[config.mk]
export PLATFORM = sky130hd
export DESIGN_NAME = source_text_tokenizer
export DESIGN_NICKNAME = d
export VERILOG_FILES = /design/src/stt_pkg.sv /design/src/stt_lexer.sv /design/src/source_text_tokenizer.sv
export SDC_FILE = /design/constraint.sdc
export NUM_CORES = 1
export LEC_CHECK = 0
export ABC_AREA = 0
export BUFFER_PORTS_ARGS = -buffer_cell sky130_fd_sc_hd__buf_2
export CAP_MARGIN = 20
export CELL_PAD_IN_SITES_DETAIL_PLACEMENT = 0
export CELL_PAD_IN_SITES_GLOBAL_PLACEMENT = 1
export CORE_MARGIN = 2
export CORE_UTILIZATION = 51
export DETAILED_ROUTE_END_ITERATION = 8
export GPL_ROUTABILITY_DRIVEN = 0
export GPL_TIMING_DRIVEN = 0
export PLACE_DENSITY_LB_ADDON = 0.15
export SLEW_MARGIN = 25
export SYNTH_ARGS = -nofsm -noshare
export SYNTH_HDL_FRONTEND = slang
export SYNTH_SLANG_ARGS = --single-unit
[constraint.sdc]
create_clock -name aclk -period 8.2 [get_ports aclk]
set_clock_uncertainty 0.2 [all_clocks]
set_input_delay 1.64 -clock aclk [delete_from_list [all_inputs] [get_ports aclk]]
set_output_delay 1.64 -clock aclk [all_outputs]
set_load 0.05 [all_outputs]
[src/stt_pkg.sv]
package stt_pkg;

    localparam int LEN_W = 8;
    localparam int FIELD_POS_W = 16;

    typedef enum logic [2:0] {
        EV_WORD_BYTE = 3'd0,
        EV_WORD_DONE = 3'd1,
        EV_SINGLE    = 3'd2,
        EV_BAD_BYTE  = 3'd3,
        EV_END_TEXT  = 3'd4
    } event_t;

    typedef enum logic [2:0] {
        MODE_NORMAL = 3'd0,
        MODE_SLASH  = 3'd1,
        MODE_LINE   = 3'd2,
        MODE_BLOCK  = 3'd3,
        MODE_STAR   = 3'd4
    } scan_mode_t;

    localparam logic [7:0] CH_TAB    = 8'h09;
    localparam logic [7:0] CH_NL     = 8'h0A;
    localparam logic [7:0] CH_SPACE  = 8'h20;
    localparam logic [7:0] CH_SLASH  = 8'h2F;
    localparam logic [7:0] CH_STAR   = 8'h2A;
    localparam logic [7:0] CH_UNDER  = 8'h5F;

    typedef struct packed {
        logic                   last;
        logic [LEN_W-1:0]       len;
        logic [FIELD_POS_W-1:0] column;
        logic [FIELD_POS_W-1:0] line;
        logic [7:0]             token_byte;
        event_t                 ev;
    } result_t;

    function automatic logic is_word_byte(logic [7:0] c);
        return (c >= 8'h41 && c <= 8'h5A) || (c >= 8'h61 && c <= 8'h7A) ||
               (c >= 8'h30 && c <= 8'h39) || c == CH_UNDER;
    endfunction

    function automatic logic is_single(logic [7:0] c);
        return c == 8'h3D || c == 8'h2B || c == 8'h21 || c == 8'h3C || c == 8'h3E ||
               c == 8'h3B || c == 8'h28 || c == 8'h29 || c == 8'h7B || c == 8'h7D;
    endfunction

    function automatic result_t make_result(event_t ev, logic [7:0] b,
                                            logic [FIELD_POS_W-1:0] ln,
                                            logic [FIELD_POS_W-1:0] col,
                                            logic [LEN_W-1:0] len);
        result_t r;
        r.last       = 1'b0;
        r.len        = len;
        r.column     = col;
        r.line       = ln;
        r.token_byte = b;
        r.ev         = ev;
        return r;
    endfunction

endpackage

[src/stt_lexer.sv]
module stt_lexer
    import stt_pkg::*;
#(
    parameter int MAX_WORD      = 255,
    parameter int POSITION_BITS = 16
) (
    input  scan_mode_t               mode_i,
    input  logic [LEN_W-1:0]         word_len_i,
    input  logic [POSITION_BITS-1:0] line_i,
    input  logic [POSITION_BITS-1:0] col_i,
    input  logic [POSITION_BITS-1:0] start_col_i,
    input  logic [3:0]               tab_width_i,
    input  logic [7:0]               ch_i,
    input  logic                     eoi_i,
    output scan_mode_t               mode_o,
    output logic [LEN_W-1:0]         word_len_o,
    output logic [POSITION_BITS-1:0] line_o,
    output logic [POSITION_BITS-1:0] col_o,
    output logic [POSITION_BITS-1:0] start_col_o,
    output result_t                  res_o [2],
    output logic [1:0]               count_o
);

    localparam int PB = POSITION_BITS;
    localparam int WB = (PB > FIELD_POS_W) ? PB : FIELD_POS_W;
    localparam logic [PB-1:0] POS_ONE = PB'(1);

    function automatic logic [PB-1:0] sat_add(logic [PB-1:0] a, logic [PB-1:0] b);
        logic [PB:0] s;
        s = {1'b0, a} + {1'b0, b};
        return s[PB] ? {PB{1'b1}} : s[PB-1:0];
    endfunction

    function automatic logic [FIELD_POS_W-1:0] to_field(logic [PB-1:0] v);
        logic [WB-1:0] w;
        w = WB'(v);
        return w[FIELD_POS_W-1:0];
    endfunction

    logic [PB-1:0] col_1, col_2, col_t, col_base, col_b1, col_bt, line_1;
    logic          word_full;

    assign col_1    = sat_add(col_i, POS_ONE);
    assign col_2    = sat_add(col_i, PB'(2));
    assign col_t    = sat_add(col_i, PB'(tab_width_i));
    assign col_base = (mode_i == MODE_SLASH) ? col_1 : col_i;
    assign col_b1   = sat_add(col_base, POS_ONE);
    assign col_bt   = sat_add(col_base, PB'(tab_width_i));
    assign line_1   = sat_add(line_i, POS_ONE);
    assign word_full = word_len_i >= LEN_W'(MAX_WORD);

    always_comb begin
        mode_o = mode_i;
        if (eoi_i) begin
            mode_o = MODE_NORMAL;
        end else begin
            unique case (mode_i)
                MODE_LINE: begin
                    if (ch_i == CH_NL) mode_o = MODE_NORMAL;
                end
                MODE_BLOCK: begin
                    mode_o = (ch_i == CH_STAR) ? MODE_STAR : MODE_BLOCK;
                end
                MODE_STAR: begin
                    if (ch_i == CH_SLASH) mode_o = MODE_NORMAL;
                    else if (ch_i == CH_STAR) mode_o = MODE_STAR;
                    else mode_o = MODE_BLOCK;
                end
                MODE_SLASH: begin
                    if (ch_i == CH_SLASH) mode_o = MODE_LINE;
                    else if (ch_i == CH_STAR) mode_o = MODE_BLOCK;
                    else mode_o = MODE_NORMAL;
                end
                default: begin
                    mode_o = (ch_i == CH_SLASH) ? MODE_SLASH : MODE_NORMAL;
                end
            endcase
        end
    end

    always_comb begin
        logic [1:0] n;
        logic       do_normal;
        result_t    word_done;
        n           = 2'd0;
        do_normal   = 1'b0;
        res_o[0]    = '0;
        res_o[1]    = '0;
        word_len_o  = word_len_i;
        line_o      = line_i;
        col_o       = col_i;
        start_col_o = start_col_i;
        word_done   = make_result(EV_WORD_DONE, 8'd0, to_field(line_i),
                                  to_field(start_col_i), word_len_i);
        if (eoi_i) begin
            if (mode_i == MODE_NORMAL && word_len_i != '0) begin
                res_o[n[0]] = word_done;
                n = n + 2'd1;
            end else if (mode_i == MODE_SLASH) begin
                res_o[n[0]] = make_result(EV_SINGLE, CH_SLASH, to_field(line_i),
                                          to_field(col_i), LEN_W'(1));
                n = n + 2'd1;
            end
            res_o[n[0]] = make_result(EV_END_TEXT, 8'd0, to_field(line_i),
                                      to_field(col_i), '0);
            n = n + 2'd1;
            word_len_o  = '0;
            line_o      = POS_ONE;
            col_o       = POS_ONE;
            start_col_o = POS_ONE;
        end else begin
            unique case (mode_i)
                MODE_SLASH: begin
                    if (ch_i == CH_SLASH || ch_i == CH_STAR) begin
                        col_o = col_2;
                    end else begin
                        res_o[n[0]] = make_result(EV_SINGLE, CH_SLASH, to_field(line_i),
                                                  to_field(col_i), LEN_W'(1));
                        n = n + 2'd1;
                        do_normal = 1'b1;
                    end
                end
                MODE_LINE: begin
                    if (ch_i == CH_NL) begin
                        line_o = line_1;
                        col_o  = POS_ONE;
                    end
                end
                MODE_BLOCK, MODE_STAR: begin
                    if (ch_i == CH_NL) begin
                        line_o = line_1;
                        col_o  = POS_ONE;
                    end else if (ch_i == CH_TAB) begin
                        col_o = col_t;
                    end else begin
                        col_o = col_1;
                    end
                end
                default: begin
                    do_normal = 1'b1;
                end
            endcase
            if (do_normal) begin
                if (is_word_byte(ch_i)) begin
                    if (word_full) begin
                        res_o[n[0]] = word_done;
                        n = n + 2'd1;
                    end
                    if (word_full || word_len_i == '0) start_col_o = col_base;
                    res_o[n[0]] = make_result(EV_WORD_BYTE, ch_i, to_field(line_i),
                                              to_field(col_base), LEN_W'(1));
                    n = n + 2'd1;
                    word_len_o = word_full ? LEN_W'(1) : word_len_i + LEN_W'(1);
                    col_o = col_b1;
                end else begin
                    if (word_len_i != '0) begin
                        res_o[n[0]] = word_done;
                        n = n + 2'd1;
                    end
                    word_len_o = '0;
                    col_o = col_base;
                    if (ch_i == CH_SPACE) begin
                        col_o = col_b1;
                    end else if (ch_i == CH_TAB) begin
                        col_o = col_bt;
                    end else if (ch_i == CH_NL) begin
                        line_o = line_1;
                        col_o  = POS_ONE;
                    end else if (ch_i != CH_SLASH) begin
                        res_o[n[0]] = make_result(is_single(ch_i) ? EV_SINGLE : EV_BAD_BYTE,
                                                  ch_i, to_field(line_i),
                                                  to_field(col_base), LEN_W'(1));
                        n = n + 2'd1;
                        col_o = col_b1;
                    end
                end
            end
        end
        if (n == 2'd2) res_o[1].last = 1'b1;
        else if (n == 2'd1) res_o[0].last = 1'b1;
        count_o = n;
    end

endmodule

[src/source_text_tokenizer.sv]
// Source text tokenizer. Text bytes enter on the s_ channel, one beat per byte, with
// s_tlast marking the end of the text. Each byte is decoded in the cycle it is taken
// and causes zero, one or two result beats on the m_ channel: word bytes, word done,
// one-byte tokens, bad bytes and end of text, each with line, column and length, and
// m_tlast set on the last beat a byte causes. A two-entry result buffer follows the
// decoder, so a byte is taken every cycle while each byte yields at most one beat and
// the sink keeps up; a two-beat byte holds the input until its first beat is taken.
// The user must write the tab width on the cfg_ port while idle; the block does not check.
module source_text_tokenizer
    import stt_pkg::*;
#(
    parameter int MAX_WORD      = 255,
    parameter int POSITION_BITS = 16
) (
    input  logic        aclk,
    input  logic        aresetn,
    input  logic        s_tvalid,
    output logic        s_tready,
    input  logic [7:0]  s_tdata,   // [7:0] ch
    input  logic        s_tlast,   // end_of_input
    output logic        m_tvalid,
    input  logic        m_tready,
    output logic [47:0] m_tdata,   // [7:0] token_byte, [23:8] line, [39:24] column,
                                   // [47:40] length
    output logic [2:0]  m_tuser,   // [2:0] event_res
    output logic        m_tlast,   // last
    input  logic        cfg_valid,
    output logic        cfg_ready,
    input  logic [3:0]  cfg_data
);

    localparam int PB = POSITION_BITS;

    scan_mode_t       mode_reg, mode_next;
    logic [LEN_W-1:0] word_len_reg, word_len_next;
    logic [PB-1:0]    line_reg, line_next;
    logic [PB-1:0]    col_reg, col_next;
    logic [PB-1:0]    start_col_reg, start_col_next;
    logic [3:0]       tab_width_reg;

    result_t          new_res [2];
    logic [1:0]       new_count;
    result_t          slot_reg [2];
    logic [1:0]       out_cnt_reg;
    logic             in_acc, out_pop;

    stt_lexer #(
        .MAX_WORD      (MAX_WORD),
        .POSITION_BITS (POSITION_BITS)
    ) u_lexer (
        .mode_i      (mode_reg),
        .word_len_i  (word_len_reg),
        .line_i      (line_reg),
        .col_i       (col_reg),
        .start_col_i (start_col_reg),
        .tab_width_i (tab_width_reg),
        .ch_i        (s_tdata),
        .eoi_i       (s_tlast),
        .mode_o      (mode_next),
        .word_len_o  (word_len_next),
        .line_o      (line_next),
        .col_o       (col_next),
        .start_col_o (start_col_next),
        .res_o       (new_res),
        .count_o     (new_count)
    );

    assign s_tready  = (out_cnt_reg == 2'd0) || (out_cnt_reg == 2'd1 && m_tready);
    assign in_acc    = s_tvalid && s_tready;
    assign m_tvalid  = out_cnt_reg != 2'd0;
    assign out_pop   = m_tvalid && m_tready;
    assign cfg_ready = 1'b1;

    assign m_tdata = {slot_reg[0].len, slot_reg[0].column, slot_reg[0].line,
                      slot_reg[0].token_byte};
    assign m_tuser = slot_reg[0].ev;
    assign m_tlast = slot_reg[0].last;

    always_ff @(posedge aclk) begin
        if (!aresetn) begin
            mode_reg      <= MODE_NORMAL;
            word_len_reg  <= '0;
            line_reg      <= PB'(1);
            col_reg       <= PB'(1);
            start_col_reg <= PB'(1);
            tab_width_reg <= 4'd4;
            out_cnt_reg   <= 2'd0;
        end else begin
            if (cfg_valid && cfg_ready) tab_width_reg <= cfg_data;
            if (in_acc) begin
                mode_reg      <= mode_next;
                word_len_reg  <= word_len_next;
                line_reg      <= line_next;
                col_reg       <= col_next;
                start_col_reg <= start_col_next;
                out_cnt_reg   <= new_count;
            end else if (out_pop) begin
                out_cnt_reg <= out_cnt_reg - 2'd1;
            end
        end
    end

    always_ff @(posedge aclk) begin
        if (in_acc) begin
            slot_reg[0] <= new_res[0];
            slot_reg[1] <= new_res[1];
        end else if (out_pop) begin
            slot_reg[0] <= slot_reg[1];
        end
    end

    a_cnt_range: assert property (@(posedge aclk) disable iff (!aresetn)
        out_cnt_reg != 2'd3)
        else $error("result buffer count out of range");

    a_head_not_last: assert property (@(posedge aclk) disable iff (!aresetn)
        out_cnt_reg == 2'd2 |-> !slot_reg[0].last)
        else $error("first of two buffered beats is marked last");

    a_tail_last: assert property (@(posedge aclk) disable iff (!aresetn)
        in_acc && new_count != 2'd0 |=> m_tvalid && (out_cnt_reg == 2'd1 ? m_tlast :
                                                      slot_reg[1].last))
        else $error("last beat of a byte is not marked last");

    a_eot_clear: assert property (@(posedge aclk) disable iff (!aresetn)
        in_acc && s_tlast |=> mode_reg == MODE_NORMAL && word_len_reg == '0 &&
                              line_reg == PB'(1) && col_reg == PB'(1))
        else $error("scan state not cleared after end of text");

    a_line_nonzero: assert property (@(posedge aclk) disable iff (!aresetn)
        line_reg != '0 && col_reg != '0)
        else $error("position counter reached zero");

endmodule
== Yosys cells after proc, flatten, opt, wreduce, memory -nomap -nowiden ==
Memory sizes are Yosys's and may differ from the RTL's.
Cells that the tools add are included.

* Flip-flop bits (word level): 65
* Bits in writable memories: 104
* Bits of input ports: 18
* Word-level logic and storage cells: 221
* Memories kept: 1

* Add/subtract/negate cells: 12
* Magnitude comparators: 15
* Equal/unequal tests: 27
* Mux-type cells: 112
* Bitwise gates (word level): 5
* Reduce and logical (&&, ||, !) cells: 42

{| class="wikitable"
|+ Memories
! memory !! words !! bits a word !! read ports !! clocked after Yosys merged registers in !! wr ports !! line !! RTL
|-
| slot_reg || 2 || 52 || 2 || 0 || 2 || source_text_tokenizer.sv:43 || <nowiki>result_t slot_reg [2];</nowiki>
|}

{| class="wikitable"
|+ Operators with widths
! operator !! number
|-
| 2-to-1 mux 104 bit || 15
|-
| 2-to-1 mux 16 bit || 30
|-
| 2-to-1 mux 52 bit || 9
|-
| bitwise mux 104 bit || 4
|-
| demux 52 bit (select 1 bit) || 4
|-
| == test 8 x 6 -> 1 bit (second input constant) || 11
|-
| 2-to-1 mux 44 bit || 2
|-
| adder 16 x 1 -> 17 bit (second input constant) || 3
|-
| one-hot mux 16 bit (3 select lines) || 1
|-
| 2-to-1 mux 2 bit || 22
|-
| adder 16 x 4 -> 17 bit || 2
|-
| 2-to-1 mux 8 bit || 4
|-
| == test 8 x 7 -> 1 bit (second input constant) || 3
|-
| adder 16 x 2 -> 17 bit (second input constant) || 1
|-
| == test 8 x 4 -> 1 bit (second input constant) || 2
|-
| greater-or-equal comparator 8 x 7 -> 1 bit (second input constant) || 2
|-
| <= comparator 8 x 7 -> 1 bit (second input constant) || 2
|-
| logical OR 1 bit || 15
|-
| 2-to-1 mux 3 bit || 5
|-
| 2-to-1 mux 1 bit || 14
|-
| one-hot mux 3 bit (4 select lines) || 1
|-
| logical AND 1 bit || 11
|-
| nonzero test 2 bit || 5
|-
| adder 2 x 1 -> 2 bit (second input constant) || 4
|-
| 28 further kinds || 41
|}

== Longest topological paths before layout ==
Gate-level depths: netlist of run 1.

* Word-level depth: 26
* Mapped depth: 18
* Depth with buffers taken out: 15

== Cells and area by module ==
A second synthesis of run 1 with hierarchy kept.

* Cells, all modules: 1556
* Area total of the unflattened synthesis: 12597.1 um^2

{| class="wikitable"
|+ Modules (own cells, without submodules)
! module !! times used !! cells each !! area an instance (um^2) !! seq. area each (um^2)
|-
| source_text_tokenizer || 1 || 466 || 6349.8 || 4424.2
|-
| stt_lexer || 1 || 1090 || 6247.2 || 0.0
|}

== Worst setup path after synthesis of run 1 ==
No wires, ideal clock.

* Kind: input-to-reg
* Start: input m_tready
* End: register start_col_reg[0]
* Data arrival time: 5.342 ns
* Required time: 7.878 ns
* Setup slack: 2.536 ns
* Cell stages on the path: 10
* Cells stage by stage: nand2_1 -> nand2_1 -> nand2_1 -> inv_1 -> clkbuf_1 -> nand2_1 -> nor2_1 -> buf_1 -> nor3b_1 -> o21ai_0

* Word-level cells in the longest chain between the ends: 4

{| class="wikitable"
|+ RTL lines
! item !! line !! RTL
|-
| start: declaration || source_text_tokenizer.sv:22 || <nowiki>input logic m_tready,</nowiki>
|-
| logical AND 1 bit || source_text_tokenizer.sv:68 || <nowiki>assign s_tready = (out_cnt_reg == 2'd0) || (out_cnt_reg == 2'd1 && m_tready);</nowiki>
|-
| logical OR 1 bit || source_text_tokenizer.sv:68 ||
|-
| via s_tready || source_text_tokenizer.sv:18 || <nowiki>output logic s_tready,</nowiki>
|-
| logical AND 1 bit || source_text_tokenizer.sv:69 || <nowiki>assign in_acc = s_tvalid && s_tready;</nowiki>
|-
| via in_acc || source_text_tokenizer.sv:45 || <nowiki>logic in_acc, out_pop;</nowiki>
|-
| AND reduction 4 bit (no line) || -- ||
|-
| end signal: assignment || source_text_tokenizer.sv:95 || <nowiki>start_col_reg <= start_col_next;</nowiki>
|-
| end: declaration || source_text_tokenizer.sv:38 || <nowiki>logic [PB-1:0] start_col_reg, start_col_next;</nowiki>
|}

The timed path passes the listed nets, and every way through them passes these cells.
A chain may end at the register's enable or synchronous reset.

==> results of run 1 <==
-- cell usage in the layout, fill, tap and decap left out, drive strengths merged, types with 37 or more instances in the layout --
cell type	netlist	final
a21oi	165	165
nor2	136	136
nand2	117	117
edfxtp	104	104
clkbuf	82	100
buf	28	97
o21ai	92	92
dfxtp	65	65
nor3	53	53
nand3	37	37
-- worst max-delay path by stage --
stage	startpoint	endpoint	cells after the start
floorplan	m_tready	start_col_reg[0]	10
global placement	m_tready	col_reg[11]	10
detailed placement	s_tdata[4]	slot_reg[0][10]	15
CTS	s_tdata[4]	slot_reg[0][10]	15
global route	s_tdata[4]	slot_reg[0][10]	15
finish	s_tdata[4]	slot_reg[0][10]	15
-- power by group --
part / internal (mW) / switching, mW
logic: 0.364 / 1.12
registers: 1.19 / 0.0702
clock network: 0.408 / 0.410
-- area by class of cell --
type	instances	share of cell area, %
Buffer	111	4.53
Clock inverter	14	1.11
Timing Repair Buffer	69	2.86
Sequential cell	169	33.7
Tap cell	285	2.71
Clock buffer	18	3.26
Multi-Input combinational cell	1082	51.1
Inverter	26	0.742
-- per-stage QoR --
step	power, mW	util (%)	setup WS, ns	instance area (µm²)
detailed placement	2.75	55.3	1.74	12600
floorplan	2.36	-	2.54	11800
finish	3.56	57.9	1.98	13100
global placement	2.72	55.1	0.427	12500
global route	3.71	57.9	1.54	13100
CTS	3.56	57.8	2.16	13100
-- cells by family after synthesis --
group	after synthesis
and+or+nand+nor	505
AOI/OAI and AO/OA	490
DFF	169
buffers and inverters	137
xor gates and xnor gates	31
muxes	29
adders and majority gates	26
other	1
-- worst max-delay path: stages --
cell,delay (ns)
clkbuf_1,0.19
or3_1,0.40
clkbuf_1,0.17
nor2_1,0.19
nand2_1,0.13
nand2_1,0.35
clkbuf_1,0.61
ha_1,0.37
a21boi_1,0.33
a21boi_0,0.32
or2_2,0.17
clkbuf_1,0.38
clkbuf_1,0.48
nand2_1,0.25
o31ai_1,0.28
-- routing by layer --
metal	GRT usage, %	vias to the layer above	share of wire (%)
li1	-	5416	-
met1	46.3	5601	42
met2	52.9	690	45
met3	5.47	124	9.7
met4	13.0	0	3.7
met5	0	-	0
==> impl_metrics.json, run 1 <==
{
  "placed_cells": 1742,
  "p_leak_nw": 4.65,
  "grtUsageTotal_pct": 33.6,
  "p_per_area_nw_per_um2": 271,
  "path_clk_slew_ns": 0.08,
  "synth_top_family_by_area": "compound AO/OA/AOI/OAI gates",
  "clock_sinks": 169,
  "vias": 11831,
  "synth.most_common_cell": "a21oi_1",
  "post-route-period-util_pct": 75.8,
  "grt-ovfl-total": 0,
  "synth_commonest_cells": "163 x a21oi_1, 136 x nor2_1, 117 x nand2_1",
  "hold_path_depth": 2,
  "clock_latency_ns": 0.44,
  "start_util_pct": 52.0,
  "rsz0062_at_grt": "false",
  "worstHoldStart": "start_col_reg[2]",
  "fp.dieW_um": 156,
  "worst_slew_pin_slew_ns": 0.981,
  "drt-initial-drc-count": 1430,
  "nFillCells": 2123,
  "synth_top_area_share_pct": 26.4,
  "r2r-end": "slot_reg[0][10]",
  "hold_slack_ns": 0.314,
  "synth_mux_area_share_pct": 2.50,
  "slew_headroom_pct": 33.9,
  "clockBufferDepth": 2,
  "startpoint_type": "primary input",
  "instances_no_fill": 1774,
  "synth-xor-area-share_pct": 2.30,
  "antenna_found_initial": 0,
  "synth_compound_area_share_pct": 27.1,
  "synth_area_leaders": "edfxtp_1 26%, dfxtp_1 11%, a21oi_1 6.9%",
  "antennaDiodeCount": 0,
  "drv_cap": 0,
  "first_pass_iters": 6,
  "worstPathMaxFanout": 13,
  "largest_register_ffs": 104,
  "setup_viol": 0,
  "ctsResizeCount": 0,
  "worstSetupPathType": "primary input to register",
  "crit_arrival_ns": 6.29,
  "dieArea_um2": 24400,
  "min_to": "start_col_reg[2]",
  "min_period_ns": 6.22,
  "synth_edf_count": 104,
  "slew_violations": 0,
  "dpl.hpwl_um": 29800,
  "clockRootBuffer": "clkbuf_16",
  "avgSynthCellArea_um2": 8.51,
  "syn-num-nets": 1432,
  "ys_warn_count": 0,
  "routed_wl_um": 40600,
  "cts_buffers": 17,
  "die_h_um": 156,
  "synth-seq-cells": 169,
  "cts_tree": "done",
  "drive_above_1_share_pct": 11.8,
  "synth_fa_ha_area_share_pct": 2.88,
  "synth_simple_gate_area_share_pct": 21.9,
  "setup-tns-final_ns": 0,
  "yosysSeqAreaShare_pct": 37.5,
  "hold_buffers": 0,
  "status": "complete, no violations",
  "cts_htree_levels": 4,
  "nets": 1520,
  "hold_viol_final": 0,
  "antenna_left": 0,
  "syn-instance-count": 1388,
  "yosysTopAreaCell": "edfxtp_1",
  "io_buffers": 67,
  "multi_input_area_um2": 6720,
  "postCtsSetupBuffers": 0,
  "ys.flop_type": "edfxtp_1",
  "hold_path_class": "register to register",
  "crit_required_ns": 8.27,
  "area_growth_pct": 11.3,
  "core_region_area_um2": 22700,
  "fmax_mhz": 161,
  "r2r_cells": 13,
  "ios": 73,
  "r2r_setup_slack_ns": 3.09,
  "avgViaCountPerCell": 6.67,
  "cp-end-kind": "register",
  "ff_latch_area_um2": 4420,
  "grt_first_pass_wirelength_um": 63400,
  "grt_pass1_vias": 11009,
  "r2r_start": "mode_reg[0]",
  "peakVddDrop_mv": 0.195,
  "num_rows": 55,
  "drt-wirelength-per-cell_um": 22.9,
  "ys_types": 98,
  "async_reset_ff_share_pct": 0,
  "grt_max_degree": 36,
  "drc": 0,
  "syn_area_um2": 11800
}
No activity file was read; power rests on OpenSTA's default activity.
==> run 2: changes to the inputs <==
--- a/config.mk
+++ b/config.mk
@@ -11,7 +11,7 @@
 export CELL_PAD_IN_SITES_DETAIL_PLACEMENT = 0
 export CELL_PAD_IN_SITES_GLOBAL_PLACEMENT = 1
 export CORE_MARGIN = 2
-export CORE_UTILIZATION = 51
+export CORE_UTILIZATION = 43
 export DETAILED_ROUTE_END_ITERATION = 8
 export GPL_ROUTABILITY_DRIVEN = 0
 export GPL_TIMING_DRIVEN = 0
==> constraint.sdc (replaced) <==
create_clock -name aclk -period 5.3 [get_ports aclk]
set_clock_uncertainty 0.2 [all_clocks]
set_input_delay 1.06 -clock aclk [delete_from_list [all_inputs] [get_ports aclk]]
set_output_delay 1.06 -clock aclk [all_outputs]
set_load 0.05 [all_outputs]
==> impl_metrics.json, run 2 (synthesis results as in run 1) <==
{
  "routed_wl_um": 43000,
  "p_leak_nw": 4.67,
  "start_util_pct": 43.8,
  "antenna_left": 0,
  "crit_slowest_cell": "clkbuf_1",
  "critPathLaunch": "s_tdata[4]",
  "drive_above_1_share_pct": 12.2,
  "cp_top_family": "simple AND/OR/NAND/NOR gates",
  "hold_viol_final": 0,
  "worstPathMaxFanout": 13,
  "cp_cell_sequence": "clkbuf_1, or3_1, clkbuf_1, nor2_1, nand2_1, nand2_1, buf_2, ha_1, a21boi_1, a21boi_0, nor2_2, clkbuf_1, a21oi_1, a21oi_1, a21boi_1",
  "clock_sinks": 169,
  "clockBufferDepth": 2,
  "largest_register_ffs": 104,
  "worst_slew_pin_slew_ns": 1.06,
  "grt-ovfl-total": 0,
  "p_per_area_nw_per_um2": 422,
  "post-route-period-util_pct": 96.4,
  "clockRootBuffer": "clkbuf_16",
  "postPlaceCellArea_um2": 12600,
  "postCtsSetupBuffers": 0,
  "mostFrequentLayoutCells": "162 x a21oi_1, 135 x nor2_1, 117 x nand2_1",
  "slew_violations": 0,
  "critPathBufInv": 4,
  "area_growth_pct": 12.1,
  "grtUsageTotal_pct": 30.0,
  "first_pass_iters": 6,
  "critPathMostFrequentCell": "clkbuf_1",
  "hold_path_depth": 2,
  "worstHoldStart": "start_col_reg[3]",
  "r2r_setup_slack_ns": 0.41,
  "dr_wl_met2_um": 19400,
  "dieArea_um2": 28800,
  "slew_headroom_pct": 29.1,
  "worstSetupPathType": "primary input to register",
  "vias": 11762,
  "grt_pass1_vias": 10936,
  "core_region_area_um2": 27000,
  "drc": 0,
  "rsz0062_at_grt": "true",
  "grt_first_pass_wirelength_um": 65700,
  "startpoint_type": "primary input",
  "min_to": "start_col_reg[3]",
  "wl_met3_um": 3340,
  "avgViaCountPerCell": 6.43,
  "hold_buffers": 0,
  "r2r_start": "mode_reg[0]",
  "cts_buffers": 17,
  "grt_max_degree": 55,
  "ctsResizeCount": 1,
  "final_common_cell": "a21oi_1",
  "cts_htree_levels": 4,
  "io_buffers": 67,
  "fp.dieW_um": 170,
  "cp.depth": 15,
  "cp_slowest_stage_delay_ns": 0.48,
  "min_period_ns": 5.11,
  "drt-wirelength-per-cell_um": 23.5,
  "fin_util_pct": 49.1,
  "drv_cap": 0,
  "status": "complete, no violations",
  "dpl.hpwl_um": 31500,
  "r2r_cells": 18,
  "fmax_mhz": 196,
  "hold_path_class": "register to register",
  "num_rows": 60,
  "cts_tree": "done",
  "peakVddDrop_mv": 0.223,
  "clock_latency_ns": 0.45,
  "antennaDiodeCount": 0,
  "ios": 73,
  "top_layer_used": "met4",
  "crit_arrival_ns": 5.07,
  "nets": 1518,
  "die_h_um": 170,
  "design_area_um2": 13200,
  "cp-end-kind": "register",
  "r2r-end": "col_reg[3]",
  "setup_viol": 0,
  "path_clk_slew_ns": 0.07,
  "drt-initial-drc-count": 1367,
  "crit_required_ns": 5.27,
  "wl_met1_um": 18800,
  "antenna_found_initial": 0
}
[run 2: layer usage]
layer | track usage, % | vias to the layer above
met2 | 47.2 | 582
met1 | 41.2 | 5683
met5 | 0 | -
met3 | 5.43 | 91
met4 | 10.9 | 0
li1 | - | 5406
[run 2: worst min-delay path, stage by stage, from the launching register on]
cell      delay [ns]
dfxtp_1         0.34
nand2b_1        0.08
a21oi_1         0.05
[run 2: how the worst max path moves through the flow]
stage,slack [ns],endpoint
floorplan,0.22,start_col_reg[0]
global placement,-2.14,col_reg[11]
detailed placement,-0.71,slot_reg[0][26]
CTS,0.01,slot_reg[0][20]
global route,-0.0005,slot_reg[0][29]
finish,0.19,slot_reg[0][29]
[run 2: power by group]
| group | internal [mW] | switching, mW | total (mW) | leakage [nW] |
|---|---|---|---|---|
| clock | 0.680 | 0.651 | 1.33 | 0.295 |
| sequential | 1.84 | 0.108 | 1.95 | 1.56 |
| combinational | 0.549 | 1.76 | 2.31 | 2.81 |
| total | 3.07 | 2.52 | 5.59 | 4.67 |
[run 2: final cells by class]
type	count	area (µm²)
multi-input cells	1082	6740
clock buffers	18	429
plain buffers	110	598
well taps	341	427
repair buffers	68	355
inverters	26	100
fillers	2607	13700
clock inverters	14	171
flip-flops and latches	169	4420
[run 2: metrics by stage]
| stage | cells | setup WS (ns) | TNS (ns) | hold slack (ns) | power, mW |
|---|---|---|---|---|---|
| 2_1_floorplan | 1388 | 0.216 | 0 | 0.272 | 3.66 |
| 3_3_place_gp | 1796 | -2.14 | -72.91 | 0.294 | 4.25 |
| 3_5_place_dp | 1797 | -0.705 | -29.46 | 0.300 | 4.27 |
| 4_1_cts | 1829 | 0.0114 | 0 | 0.311 | 5.59 |
| 5_1_grt | 1828 | -0.000473 | -0.000473 | 0.332 | 5.84 |
| 6_report | 1828 | 0.191 | 0 | 0.318 | 5.59 |
